==> src/hw/rtl/mqttp_pkg.sv <==
// ----------------------------------------------------------------------------
// mqttp_pkg
// Shared codes, constants and the result record for the inbound packet parser.
// ----------------------------------------------------------------------------
package mqttp_pkg;

  // parse phases; a body phase doubles as the role of the bytes it covers
  localparam logic [2:0] PH_HEADER  = 3'd0;
  localparam logic [2:0] PH_LENGTH  = 3'd1;
  localparam logic [2:0] PH_TOPLEN  = 3'd2;
  localparam logic [2:0] PH_TOPIC   = 3'd3;
  localparam logic [2:0] PH_ID      = 3'd4;
  localparam logic [2:0] PH_PAYLOAD = 3'd5;
  localparam logic [2:0] PH_OTHER   = 3'd6;

  // control packet types
  localparam logic [3:0] TYPE_PUBLISH = 4'd3;
  localparam logic [3:0] TYPE_PUBACK  = 4'd4;
  localparam logic [3:0] TYPE_PUBREC  = 4'd5;
  localparam logic [3:0] TYPE_PUBREL  = 4'd6;
  localparam logic [3:0] TYPE_PUBCOMP = 4'd7;

  // reply and acknowledgment kinds
  localparam logic [2:0] ACK_NONE    = 3'd0;
  localparam logic [2:0] ACK_PUBACK  = 3'd1;
  localparam logic [2:0] ACK_PUBREC  = 3'd2;
  localparam logic [2:0] ACK_PUBREL  = 3'd3;
  localparam logic [2:0] ACK_PUBCOMP = 3'd4;

  localparam int unsigned LenW       = 28;
  localparam logic [7:0]  LenDataMask = 8'h7F;
  localparam int unsigned LenContBit = 7;
  localparam logic [1:0]  QOS_NONE   = 2'd0;
  localparam logic [1:0]  QOS_ONE    = 2'd1;
  localparam logic [1:0]  QOS_TWO    = 2'd2;

  typedef struct packed {
    logic [7:0]  data_byte;
    logic [2:0]  byte_role;
    logic [3:0]  packet_type;
    logic [1:0]  qos_level;
    logic        end_of_packet;
    logic [2:0]  ack_kind;
    logic [15:0] ack_packet_id;
    logic [2:0]  peer_ack_kind;
    logic [15:0] peer_packet_id;
    logic        malformed;
  } result_t;

endpackage

==> src/hw/rtl/mqtt_inbound_packet_parser_core.sv <==
// ----------------------------------------------------------------------------
// mqtt_inbound_packet_parser_core
// Inbound MQTT byte parser: tags each byte and requests/reports acks.
// ----------------------------------------------------------------------------
//  channel | direction | handshake                  | payload
//  --------+-----------+----------------------------+--------------------------
//  in      | input     | in_valid_i / in_ready_o    | rx_byte_i
//  out     | output    | out_valid_o / out_ready_i  | data_byte_o .. malformed_o
//
//  one byte per cycle sustained while out is not stalled
//  the byte sits in an input register, decode runs into the result register
//  in_ready_o drops only when both registers hold items and out is stalled
//  reset clears the parse state to expect a header and empties both registers
// ----------------------------------------------------------------------------
module mqtt_inbound_packet_parser_core (
  input  logic        clk_i,
  input  logic        rst_ni,
  input  logic        in_valid_i,
  output logic        in_ready_o,
  input  logic [7:0]  rx_byte_i,
  output logic        out_valid_o,
  input  logic        out_ready_i,
  output logic [7:0]  data_byte_o,
  output logic [2:0]  byte_role_o,
  output logic [3:0]  packet_type_o,
  output logic [1:0]  qos_level_o,
  output logic        end_of_packet_o,
  output logic [2:0]  ack_kind_o,
  output logic [15:0] ack_packet_id_o,
  output logic [2:0]  peer_ack_kind_o,
  output logic [15:0] peer_packet_id_o,
  output logic        malformed_o
);

  logic               in_valid_q;
  logic [7:0]         in_byte_q;
  logic               out_valid_q;
  mqttp_pkg::result_t out_res_q;
  mqttp_pkg::result_t dec_res;
  logic               advance;

  // item moves from input register into the result register
  assign advance    = in_valid_q && (!out_valid_q || out_ready_i);
  assign in_ready_o = !in_valid_q || advance;

  mqttp_decode u_decode (
    .clk_i     (clk_i),
    .rst_ni    (rst_ni),
    .step_i    (advance),
    .rx_byte_i (in_byte_q),
    .res_o     (dec_res)
  );

  always_ff @(posedge clk_i or negedge rst_ni) begin
    if (!rst_ni) begin
      in_valid_q  <= 1'b0;
      out_valid_q <= 1'b0;
    end else begin
      if (in_ready_o) begin
        in_valid_q <= in_valid_i;
      end
      if (advance) begin
        out_valid_q <= 1'b1;
      end else if (out_ready_i) begin
        out_valid_q <= 1'b0;
      end
    end
  end

  always_ff @(posedge clk_i) begin
    if (in_ready_o && in_valid_i) begin
      in_byte_q <= rx_byte_i;
    end
    if (advance) begin
      out_res_q <= dec_res;
    end
  end

  assign out_valid_o      = out_valid_q;
  assign data_byte_o      = out_res_q.data_byte;
  assign byte_role_o      = out_res_q.byte_role;
  assign packet_type_o    = out_res_q.packet_type;
  assign qos_level_o      = out_res_q.qos_level;
  assign end_of_packet_o  = out_res_q.end_of_packet;
  assign ack_kind_o       = out_res_q.ack_kind;
  assign ack_packet_id_o  = out_res_q.ack_packet_id;
  assign peer_ack_kind_o  = out_res_q.peer_ack_kind;
  assign peer_packet_id_o = out_res_q.peer_packet_id;
  assign malformed_o      = out_res_q.malformed;

  a_malformed_ends: assert property (@(posedge clk_i) disable iff (!rst_ni)
    (out_valid_o && malformed_o) |-> (end_of_packet_o && byte_role_o == mqttp_pkg::PH_LENGTH))
    else $error("malformed item does not end a packet on a length byte");

  a_ack_on_id: assert property (@(posedge clk_i) disable iff (!rst_ni)
    (out_valid_o && ack_kind_o != mqttp_pkg::ACK_NONE) |-> (byte_role_o == mqttp_pkg::PH_ID))
    else $error("reply requested outside a packet id byte");

  a_peer_not_publish: assert property (@(posedge clk_i) disable iff (!rst_ni)
    (out_valid_o && peer_ack_kind_o != mqttp_pkg::ACK_NONE)
      |-> (packet_type_o != mqttp_pkg::TYPE_PUBLISH && byte_role_o == mqttp_pkg::PH_ID))
    else $error("peer ack reported for a non-ack packet");

  a_header_not_last: assert property (@(posedge clk_i) disable iff (!rst_ni)
    (out_valid_o && byte_role_o == mqttp_pkg::PH_HEADER) |-> !end_of_packet_o)
    else $error("header byte flagged as end of packet");

  a_no_overrun: assert property (@(posedge clk_i) disable iff (!rst_ni)
    (out_valid_q && !out_ready_i && in_valid_q) |=> (out_valid_q && in_valid_q))
    else $error("stalled result or pending byte lost");

endmodule

==> src/hw/rtl/mqttp_decode.sv <==
// ----------------------------------------------------------------------------
// mqttp_decode
// Parse state and the per-byte decode; state advances when step_i is high.
// ----------------------------------------------------------------------------
module mqttp_decode (
  input  logic                 clk_i,
  input  logic                 rst_ni,
  input  logic                 step_i,
  input  logic [7:0]           rx_byte_i,
  output mqttp_pkg::result_t   res_o
);

  localparam int unsigned LenW = mqttp_pkg::LenW;

  logic [2:0]      phase_q, phase_d;
  logic [LenW-1:0] bytes_left_q, bytes_left_d;
  logic [2:0]      len_cnt_q, len_cnt_d;
  logic [7:0]      header_q, header_d;
  logic [15:0]     topic_len_q, topic_len_d;
  logic [15:0]     topic_cnt_q, topic_cnt_d;
  logic [7:0]      id_high_q, id_high_d;
  logic [1:0]      id_cnt_q, id_cnt_d;

  logic [3:0]      cur_type;
  logic [1:0]      cur_qos;
  logic [1:0]      len_idx;
  logic [LenW-1:0] len_ext;
  logic [LenW-1:0] len_shifted;
  logic [LenW-1:0] len_sum;
  logic [LenW-1:0] left_dec;
  logic [15:0]     topic_len_full;
  logic [15:0]     topic_cnt_inc;
  logic [15:0]     id_full;

  assign cur_type       = header_q[7:4];
  assign cur_qos        = (cur_type == mqttp_pkg::TYPE_PUBLISH) ? header_q[2:1]
                                                                 : mqttp_pkg::QOS_NONE;
  assign len_idx        = len_cnt_q[1:0];
  assign len_ext        = LenW'(rx_byte_i & mqttp_pkg::LenDataMask);
  assign len_sum        = bytes_left_q + len_shifted;
  assign left_dec       = bytes_left_q - LenW'(1);
  assign topic_len_full = topic_len_q | {8'h00, rx_byte_i};
  assign topic_cnt_inc  = topic_cnt_q + 16'd1;
  assign id_full        = {id_high_q, rx_byte_i};

  // base-128 group placement, least significant group first
  always_comb begin
    case (len_idx)
      2'd0:    len_shifted = len_ext;
      2'd1:    len_shifted = len_ext << 7;
      2'd2:    len_shifted = len_ext << 14;
      default: len_shifted = len_ext << 21;
    endcase
  end

  always_comb begin
    phase_d      = phase_q;
    bytes_left_d = bytes_left_q;
    len_cnt_d    = len_cnt_q;
    header_d     = header_q;
    topic_len_d  = topic_len_q;
    topic_cnt_d  = topic_cnt_q;
    id_high_d    = id_high_q;
    id_cnt_d     = id_cnt_q;
    res_o        = '0;
    res_o.data_byte = rx_byte_i;

    case (phase_q)
      mqttp_pkg::PH_LENGTH: begin
        res_o.byte_role = mqttp_pkg::PH_LENGTH;
        bytes_left_d    = len_sum;
        len_cnt_d       = {1'b0, len_idx} + 3'd1;
        if (rx_byte_i[mqttp_pkg::LenContBit]) begin
          if (len_idx == 2'd3) begin
            // length would need a fifth byte: drop the packet
            res_o.malformed     = 1'b1;
            res_o.end_of_packet = 1'b1;
            bytes_left_d        = '0;
            len_cnt_d           = '0;
            phase_d             = mqttp_pkg::PH_HEADER;
          end
        end else if (len_sum == '0) begin
          res_o.end_of_packet = 1'b1;
          phase_d             = mqttp_pkg::PH_HEADER;
        end else begin
          id_cnt_d = '0;
          if (cur_type == mqttp_pkg::TYPE_PUBLISH) begin
            phase_d = mqttp_pkg::PH_TOPLEN;
          end else if (cur_type inside {[mqttp_pkg::TYPE_PUBACK:mqttp_pkg::TYPE_PUBCOMP]}) begin
            phase_d = mqttp_pkg::PH_ID;
          end else begin
            phase_d = mqttp_pkg::PH_OTHER;
          end
        end
      end

      mqttp_pkg::PH_TOPLEN, mqttp_pkg::PH_TOPIC, mqttp_pkg::PH_ID,
      mqttp_pkg::PH_PAYLOAD, mqttp_pkg::PH_OTHER: begin
        res_o.byte_role = phase_q;
        bytes_left_d    = left_dec;
        case (phase_q)
          mqttp_pkg::PH_TOPLEN: begin
            if (id_cnt_q == 2'd0) begin
              topic_len_d = {rx_byte_i, 8'h00};
              id_cnt_d    = 2'd1;
            end else begin
              topic_len_d = topic_len_full;
              topic_cnt_d = '0;
              id_cnt_d    = '0;
              if (topic_len_full != '0) begin
                phase_d = mqttp_pkg::PH_TOPIC;
              end else begin
                phase_d = (cur_qos != mqttp_pkg::QOS_NONE) ? mqttp_pkg::PH_ID
                                                           : mqttp_pkg::PH_PAYLOAD;
              end
            end
          end
          mqttp_pkg::PH_TOPIC: begin
            topic_cnt_d = topic_cnt_inc;
            if (topic_cnt_inc == topic_len_q) begin
              phase_d = (cur_qos != mqttp_pkg::QOS_NONE) ? mqttp_pkg::PH_ID
                                                         : mqttp_pkg::PH_PAYLOAD;
            end
          end
          mqttp_pkg::PH_ID: begin
            if (id_cnt_q == 2'd0) begin
              id_high_d = rx_byte_i;
              id_cnt_d  = 2'd1;
            end else begin
              id_cnt_d = '0;
              if (cur_type == mqttp_pkg::TYPE_PUBLISH) begin
                if (cur_qos == mqttp_pkg::QOS_ONE) begin
                  res_o.ack_kind      = mqttp_pkg::ACK_PUBACK;
                  res_o.ack_packet_id = id_full;
                end else if (cur_qos == mqttp_pkg::QOS_TWO) begin
                  res_o.ack_kind      = mqttp_pkg::ACK_PUBREC;
                  res_o.ack_packet_id = id_full;
                end
                phase_d = mqttp_pkg::PH_PAYLOAD;
              end else begin
                // ack types 4..7 map onto kinds 1..4
                res_o.peer_ack_kind  = 3'(cur_type - mqttp_pkg::TYPE_PUBLISH);
                res_o.peer_packet_id = id_full;
                if (cur_type == mqttp_pkg::TYPE_PUBREC) begin
                  res_o.ack_kind      = mqttp_pkg::ACK_PUBREL;
                  res_o.ack_packet_id = id_full;
                end else if (cur_type == mqttp_pkg::TYPE_PUBREL) begin
                  res_o.ack_kind      = mqttp_pkg::ACK_PUBCOMP;
                  res_o.ack_packet_id = id_full;
                end
                phase_d = mqttp_pkg::PH_OTHER;
              end
            end
          end
          default: begin
          end
        endcase
        // remaining length always wins, even mid-field
        if (left_dec == '0) begin
          res_o.end_of_packet = 1'b1;
          id_cnt_d            = '0;
          phase_d             = mqttp_pkg::PH_HEADER;
        end
      end

      default: begin
        // header byte; unused phase code lands here too
        res_o.byte_role = mqttp_pkg::PH_HEADER;
        header_d        = rx_byte_i;
        bytes_left_d    = '0;
        len_cnt_d       = '0;
        id_cnt_d        = '0;
        phase_d         = mqttp_pkg::PH_LENGTH;
      end
    endcase

    res_o.packet_type = header_d[7:4];
    res_o.qos_level   = (header_d[7:4] == mqttp_pkg::TYPE_PUBLISH) ? header_d[2:1]
                                                                   : mqttp_pkg::QOS_NONE;
  end

  always_ff @(posedge clk_i or negedge rst_ni) begin
    if (!rst_ni) begin
      phase_q      <= mqttp_pkg::PH_HEADER;
      bytes_left_q <= '0;
      len_cnt_q    <= '0;
      header_q     <= '0;
      topic_len_q  <= '0;
      topic_cnt_q  <= '0;
      id_high_q    <= '0;
      id_cnt_q     <= '0;
    end else if (step_i) begin
      phase_q      <= phase_d;
      bytes_left_q <= bytes_left_d;
      len_cnt_q    <= len_cnt_d;
      header_q     <= header_d;
      topic_len_q  <= topic_len_d;
      topic_cnt_q  <= topic_cnt_d;
      id_high_q    <= id_high_d;
      id_cnt_q     <= id_cnt_d;
    end
  end

endmodule
==> config.mk <==
export PLATFORM = sky130hd
export DESIGN_NAME = mqtt_inbound_packet_parser_core
export DESIGN_NICKNAME = d
export VERILOG_FILES = /design/src/hw/rtl/mqttp_pkg.sv /design/src/hw/rtl/mqtt_inbound_packet_parser_core.sv /design/src/hw/rtl/mqttp_decode.sv
export SDC_FILE = /design/constraint.sdc
export NUM_CORES = 1
export LEC_CHECK = 0
export BUFFER_PORTS_ARGS = -buffer_cell sky130_fd_sc_hd__buf_2
export CORE_MARGIN = 2
export CORE_UTILIZATION = 55
export CTS_BUF_LIST = sky130_fd_sc_hd__clkbuf_8
export DETAILED_ROUTE_END_ITERATION = 7
export GPL_TIMING_DRIVEN = 0
export PLACE_DENSITY = 0.81
export SKIP_LAST_GASP = 1
export SLEW_MARGIN = 20
export SYNTH_ARGS = -nofsm -noshare
export SYNTH_HDL_FRONTEND = slang
export SYNTH_SLANG_ARGS = --single-unit
==> constraint.sdc <==
create_clock -name clk_i -period 5.3 [get_ports clk_i]
set_input_delay 0.265 -clock clk_i [delete_from_list [all_inputs] [get_ports clk_i]]
set_output_delay 0.265 -clock clk_i [all_outputs]
set_load 0.005 [all_outputs]
**Yosys cells after proc, flatten, opt, wreduce, memory -nomap -nowiden**

Cells that the tools add are included.
Widths: inputs -> output; s select.

- Input port bits: 12
- Output and inout bits: 59
- Bits in registers: 150
- Word-level logic and storage cells: 131

- Muxes and demuxes: 45
- Bitwise logic cells: 4
- Eq/ne operators: 25
- Reduce and logical (&&, ||, !) cells: 28
- Magnitude comparators: 2
- Add/sub/neg operators: 5

Operators by type and width:

| kind | count |
|---|---|
| $pmux 28 s3 | 1 |
| $mux 19 | 4 |
| $logic_not 28->1 | 2 |
| $mux 28 | 2 |
| $pmux 28 s2 | 1 |
| $mux 16 | 2 |
| $pmux 16 s2 | 1 |
| $add 28x28->28 | 1 |
| $sub 28x1->28 const B | 1 |
| $mux 3 | 9 |
| $mux 18 | 1 |
| $mux 2 | 9 |
| $add 16x1->16 const B | 1 |
| $eq 16x16->1 | 1 |
| $or 16x8->16 | 1 |
| $reduce_bool 16->1 | 1 |
| $pmux 3 s2 | 2 |
| $reduce_and 4->1 | 3 |
| $eq 3x3->1 const B | 3 |
| $pmux 3 s3 | 1 |
| $eq 4x2->1 const B | 2 |
| $eq 4x3->1 const B | 2 |
| $mux 1 | 8 |
| $mux 8 | 1 |
| other kinds (29) | 49 |

**Longest topological paths before layout**

- Word-level depth: 9
- Gate-level depth with buffers: 15
- Mapped depth without buffers: 15

**Modules after synthesis**

A second synthesis with hierarchy kept.

- Cells, all modules: 1009
- Area, all modules: 9380.2 µm²

Modules (own cells, without submodules):

| module | cells an instance | seq. area each (µm²) | instances | area an instance (µm²) |
|---|---|---|---|---|
| mqttp_decode | 936 | 2001.9 | 1 | 7324.5 |
| mqtt_inbound_packet_parser_core | 73 | 2001.9 | 1 | 2055.7 |

**Worst setup path before layout**

No wires, ideal clock.

- Kind: reg-to-reg
- Start point: reg u_decode.len_cnt_q[0]
- End point: reg u_decode.phase_q[1]
- Setup time: 0.147 ns
- Arrival time: 3.601 ns
- Clock period less this slack: 3.749 ns
- Path slack: 1.551 ns
- Stages on the path, launching flop included: 15
- Buffers on the path: 1
- Data required time: 5.153 ns
- Cell sequence: dfrtp_1 > ha_1 > nor2b_1 > and2_1 > ha_1 > clkbuf_1 > a21oi_1 > o21ai_0 > a2111o_1 > a221oi_1 > a21oi_1 > xnor2_1 > nand4_1 > nor4_1 > o311ai_2

- Cells in the longest elaborated chain, start to end: 7
- Elaborated cells between the ends (all ways): 12
- Classes of those cells: add/sub (1); eq/ne (4); mux (4); reduce/logical (3)

RTL lines:

| item | line | source |
|---|---|---|
| start: declaration | mqttp_decode.sv:17 | `logic [2:0] len_cnt_q, len_cnt_d;` |
| start signal: assignment | mqttp_decode.sv:195 | `len_cnt_q <= len_cnt_d;` |
| $eq 2x2->1, or another cell as far along | mqttp_decode.sv:48 | `case (len_idx)` |
| $pmux 28 s3 | mqttp_decode.sv:48 |  |
| $add 28x28->28 | mqttp_decode.sv:40 | `assign len_sum = bytes_left_q + len_shifted;` |
| $logic_not 28->1 | mqttp_decode.sv:82 | `end else if (len_sum == '0) begin` |
| $mux 3 | mqttp_decode.sv:82 |  |
| $mux 3 | mqttp_decode.sv:73 | `if (rx_byte_i[mqttp_pkg::LenContBit]) begin` |
| $pmux 3 s2 | mqttp_decode.sv:68 | `case (phase_q)` |
| end signal: assignment | mqttp_decode.sv:184 | `phase_q <= mqttp_pkg::PH_HEADER;` |
| end signal: assignment | mqttp_decode.sv:193 | `phase_q <= phase_d;` |
| end: declaration | mqttp_decode.sv:15 | `logic [2:0] phase_q, phase_d;` |

Parallel ways exist; a longest one is shown, timed or not.
A chain may end at the register's enable or synchronous reset.

**Worst setup path after layout**

- Start point: reg u_decode.len_cnt_q[0]
- End point: reg u_decode.phase_q[2]

Same word-level chain as after synthesis.

==> results.ini <==
[floorplanning]
die_w_um = 137
dieArea_um2 = 18700
start_util_pct = 56.1
fp.dieH_um = 137
design.core.area_um2 = 17300
rows = 48
ios = 71

[timing]
hold_viol_final = 0
period_needed_ns = 5.10
period_share_pct = 96.3
slew_violations = 0
slew-limit-headroom_pct = 22.5
worst_pin_slew_ns = 1.16
finalSetupTns_ns = 0
skew_ns = 0.0162
rsz0062_at_grt = false
setup_viol = 0
fmax_ghz = 0.196

[yosys]
syn_area_per_cell_um2 = 9.02
ys_top_cells_by_area = dfrtp_1 21%, edfxtp_1 20%, o21ai_0 5.1%
synth-edff-count = 65
synth_mux_area_share_pct = 2.70
synth.most_common_cell = o21ai_0
synth_nets = 1126
synth-seq-cells = 147
ys_seq_area_share_pct = 41.3
synth_common_cells = 98 x o21ai_0, 92 x nand2_1, 82 x dfrtp_1
synth_compound_area_share_pct = 20.8
synth_top_family_by_area = simple AND/OR/NAND/NOR gates
synthFlopType = dfrtp_1
yosysTopAreaCell = dfrtp_1
async_flop_share_pct = 55.8
yosys_warnings = 0
netlist_area_um2 = 9700
yosysUniqueCellTypes = 79
synth-adder-area-share_pct = 5.11
synth_simple_gate_area_share_pct = 22.2
synth_xor_area_share_pct = 4.43
synth.top_cell.area_share_pct = 21.2
synthesis.instances = 1075

[global_route]
grt_use_total_pct = 30.3
grt_pass1_vias = 8297
grt_first_pass_wirelength_mm = 43.7
grt_max_degree = 54
antenna_found_initial = 0
overflow = 0

[detailed_routing]
num_vias = 9176
drt-total-wl_mm = 28.0
post_drt_wl_per_cell_um = 19.8
avgViaCountPerCell = 6.49
final_antenna_net_count = 0
drtPass1Iterations = 6
drc_errors = 0
first_iter_violations = 955

[power_and_ir_drop]
p_sw_share_pct = 46.3
intPower_mw = 3.08
p_leak_nw = 4.47
power_density_nw_per_um2 = 526
power_switching_mw = 2.66
combPwrFrac_pct = 52.4
ir_drop_uv = 278
clkPwrFrac_pct = 16.5
power.share.sequential_pct = 31.1

[finish]
utilization_pct = 63.1
nets = 1227
drive_gt1_share_pct = 11.4
num_antenna_cells = 0
synthToLayoutAreaGrowth_pct = 12.5

[worst_setup_path]
cp.arrival_ns = 5.41
worstPathRequired_ns = 5.61
r2r_setup_slack_ns = 0.20
start_kind = flip-flop
slowest_stage = nor4_1
path_cells = ha_1 > nor2b_1 > and2_1 > ha_1 > clkbuf_1 > a21oi_1 > o21ai_0 > a2111o_1 > a221oi_1 > a21oi_1 > xnor2_1 > nand4_1 > nor4_1 > o31ai_1
cp-end-kind = flip-flop
cp_max_fo = 9
crit_type = flip-flop to flip-flop
slowest_delay_ns = 0.74

[clock_network]
root_buffer = clkbuf_8
clk-insertion-delay-late_ns = 0.47
cts_buffer_depth = 2
numCtsBuffers = 17
cts_hold_buf = 10
cts-resized-gates = 0
cts_tree = yes
h-tree-depth = 4
post-cts-setup-buffers = 0
clkSlewWorstSetupHoldPaths_ns = 0.08
clock_sinks = 147

[min_path]
hp-class = input pin to flip-flop

[placed_design]
port_buffers = 70
dp_hpwl_mm = 20.0
place.gp.congestion = 1.00

[run]
max-cap-violations = 0

[status]
status = completed

path summary, 6_finish.rpt:
kind / startpoint / endpoint / cells past startpoint
max: u_decode.len_cnt_q[0]$_DFFE_PN0P_ / u_decode.phase_q[2]$_DFFE_PN0P_ / 14
min: out_ready_i / in_valid_q$_DFFE_PN0N_ / 3
max reg2reg: u_decode.len_cnt_q[0]$_DFFE_PN0P_ / u_decode.phase_q[2]$_DFFE_PN0P_ / 14
min reg2reg: in_byte_q[7]$_DFFE_PP_ / data_byte_o[7]$_DFFE_PP_ / 0
max in group asynchronous: rst_ni / u_decode.len_cnt_q[1]$_DFFE_PN0P_ / 3
min in group asynchronous: rst_ni / u_decode.topic_cnt_q[7]$_DFFE_PN0P_ / 2
power by group through the flow:
stage,clock (mW),combinational [mW],sequential [mW]
3_3_place_gp,0,2.82,1.78
3_5_place_dp,0,2.89,1.79
4_1_cts,0.948,2.92,1.77
5_1_grt,1.00,3.30,1.82
2_1_floorplan,0,2.17,1.71
6_report,0.946,3.01,1.79
per-stage QoR:
step	power (mW)	instance area (um2)	hold WS (ns)	worst slack, ns	cells
final	5.74	10900	0.111	0.196	1414
after global placement	4.60	10300	0.441	0.408	1370
after global routing	6.11	10900	0.152	0.0327	1414
after floorplan	3.87	9700	-0.0306	1.55	1075
after CTS	5.64	10900	0.0993	0.399	1414
after detailed placement	4.68	10400	0.284	0.426	1372
flip-flops by register name (all words and copies together), names as in the netlist, 4 cells and up:
register and cells:
peer_packet_id_o 16, packet_type_o 4, data_byte_o 8, u_decode.topic_len_q 16
ack_packet_id_o 16, u_decode.id_high_q 8, in_byte_q 8, u_decode.header_q 6
u_decode.bytes_left_q 28, u_decode.topic_cnt_q 16
metal layers:
metal	up-vias	wire, um	track usage [%]
met5	-	0	0
met2	571	13100	49.8
li1	4191	-	-
met3	75	2780	5.85
met4	0	796	10.3
met1	4339	11300	40.2
placed cells by master (no fill, tap or decap), types with 7 or more instances in the layout:
| cell | count |
|---|---|
| o21ai_0 | 98 |
| nand2_1 | 92 |
| dfrtp_1 | 82 |
| a21oi_1 | 81 |
| nor2_1 | 75 |
| buf_2 | 70 |
| and2_1 | 68 |
| edfxtp_1 | 65 |
| clkbuf_1 | 50 |
| nor3_1 | 41 |
| ha_1 | 38 |
| inv_1 | 36 |
| xnor2_1 | 32 |
| nand3_1 | 22 |
| nand4_1 | 21 |
| nor4_1 | 19 |
| xor2_1 | 17 |
| mux2_2 | 17 |
| clkbuf_8 | 17 |
| a21o_1 | 12 |
| nand2b_1 | 11 |
| a211oi_1 | 11 |
| o22ai_1 | 11 |
| nor2b_1 | 10 |
| a22oi_1 | 10 |
| dlygate4sd3_1 | 10 |
| o211ai_1 | 8 |
| or3_1 | 8 |
| nand3b_1 | 8 |
| mux2i_1 | 7 |
| o21a_1 | 7 |
critical path: cells and delay by family, from the launching register on:
kind                     cells  cell delay (ns)
AND/OR/NAND/NOR              4             1.54
buffers and inverters        1             0.18
adder cells (fa/ha/maj)      2             0.58
flip-flops                   1             0.45
XOR/XNOR                     1             0.37
AO/OA/AOI/OAI                6             1.82
cell type report:
type,instances,area [um2]
Multi-Input combinational cell,838,5350
Clock inverter,15,189
Timing Repair Buffer,82,508
Tap cell,225,282
Inverter,34,128
Clock buffer,17,234
Fill cell,1440,6380
Buffer,56,215
Sequential cell,147,4000
cells by family (layout without fill, tap and decap cells):
group,count (synthesis),count (layout)
AND/OR/NAND/NOR,409,409
AO/OA/AOI/OAI,317,317
flip-flops,147,147
buffers and inverters,90,204
XOR/XNOR,49,49
adder cells (fa/ha/maj),39,39
multiplexers,24,24
Note: power is estimated with default switching activity, not from simulation.
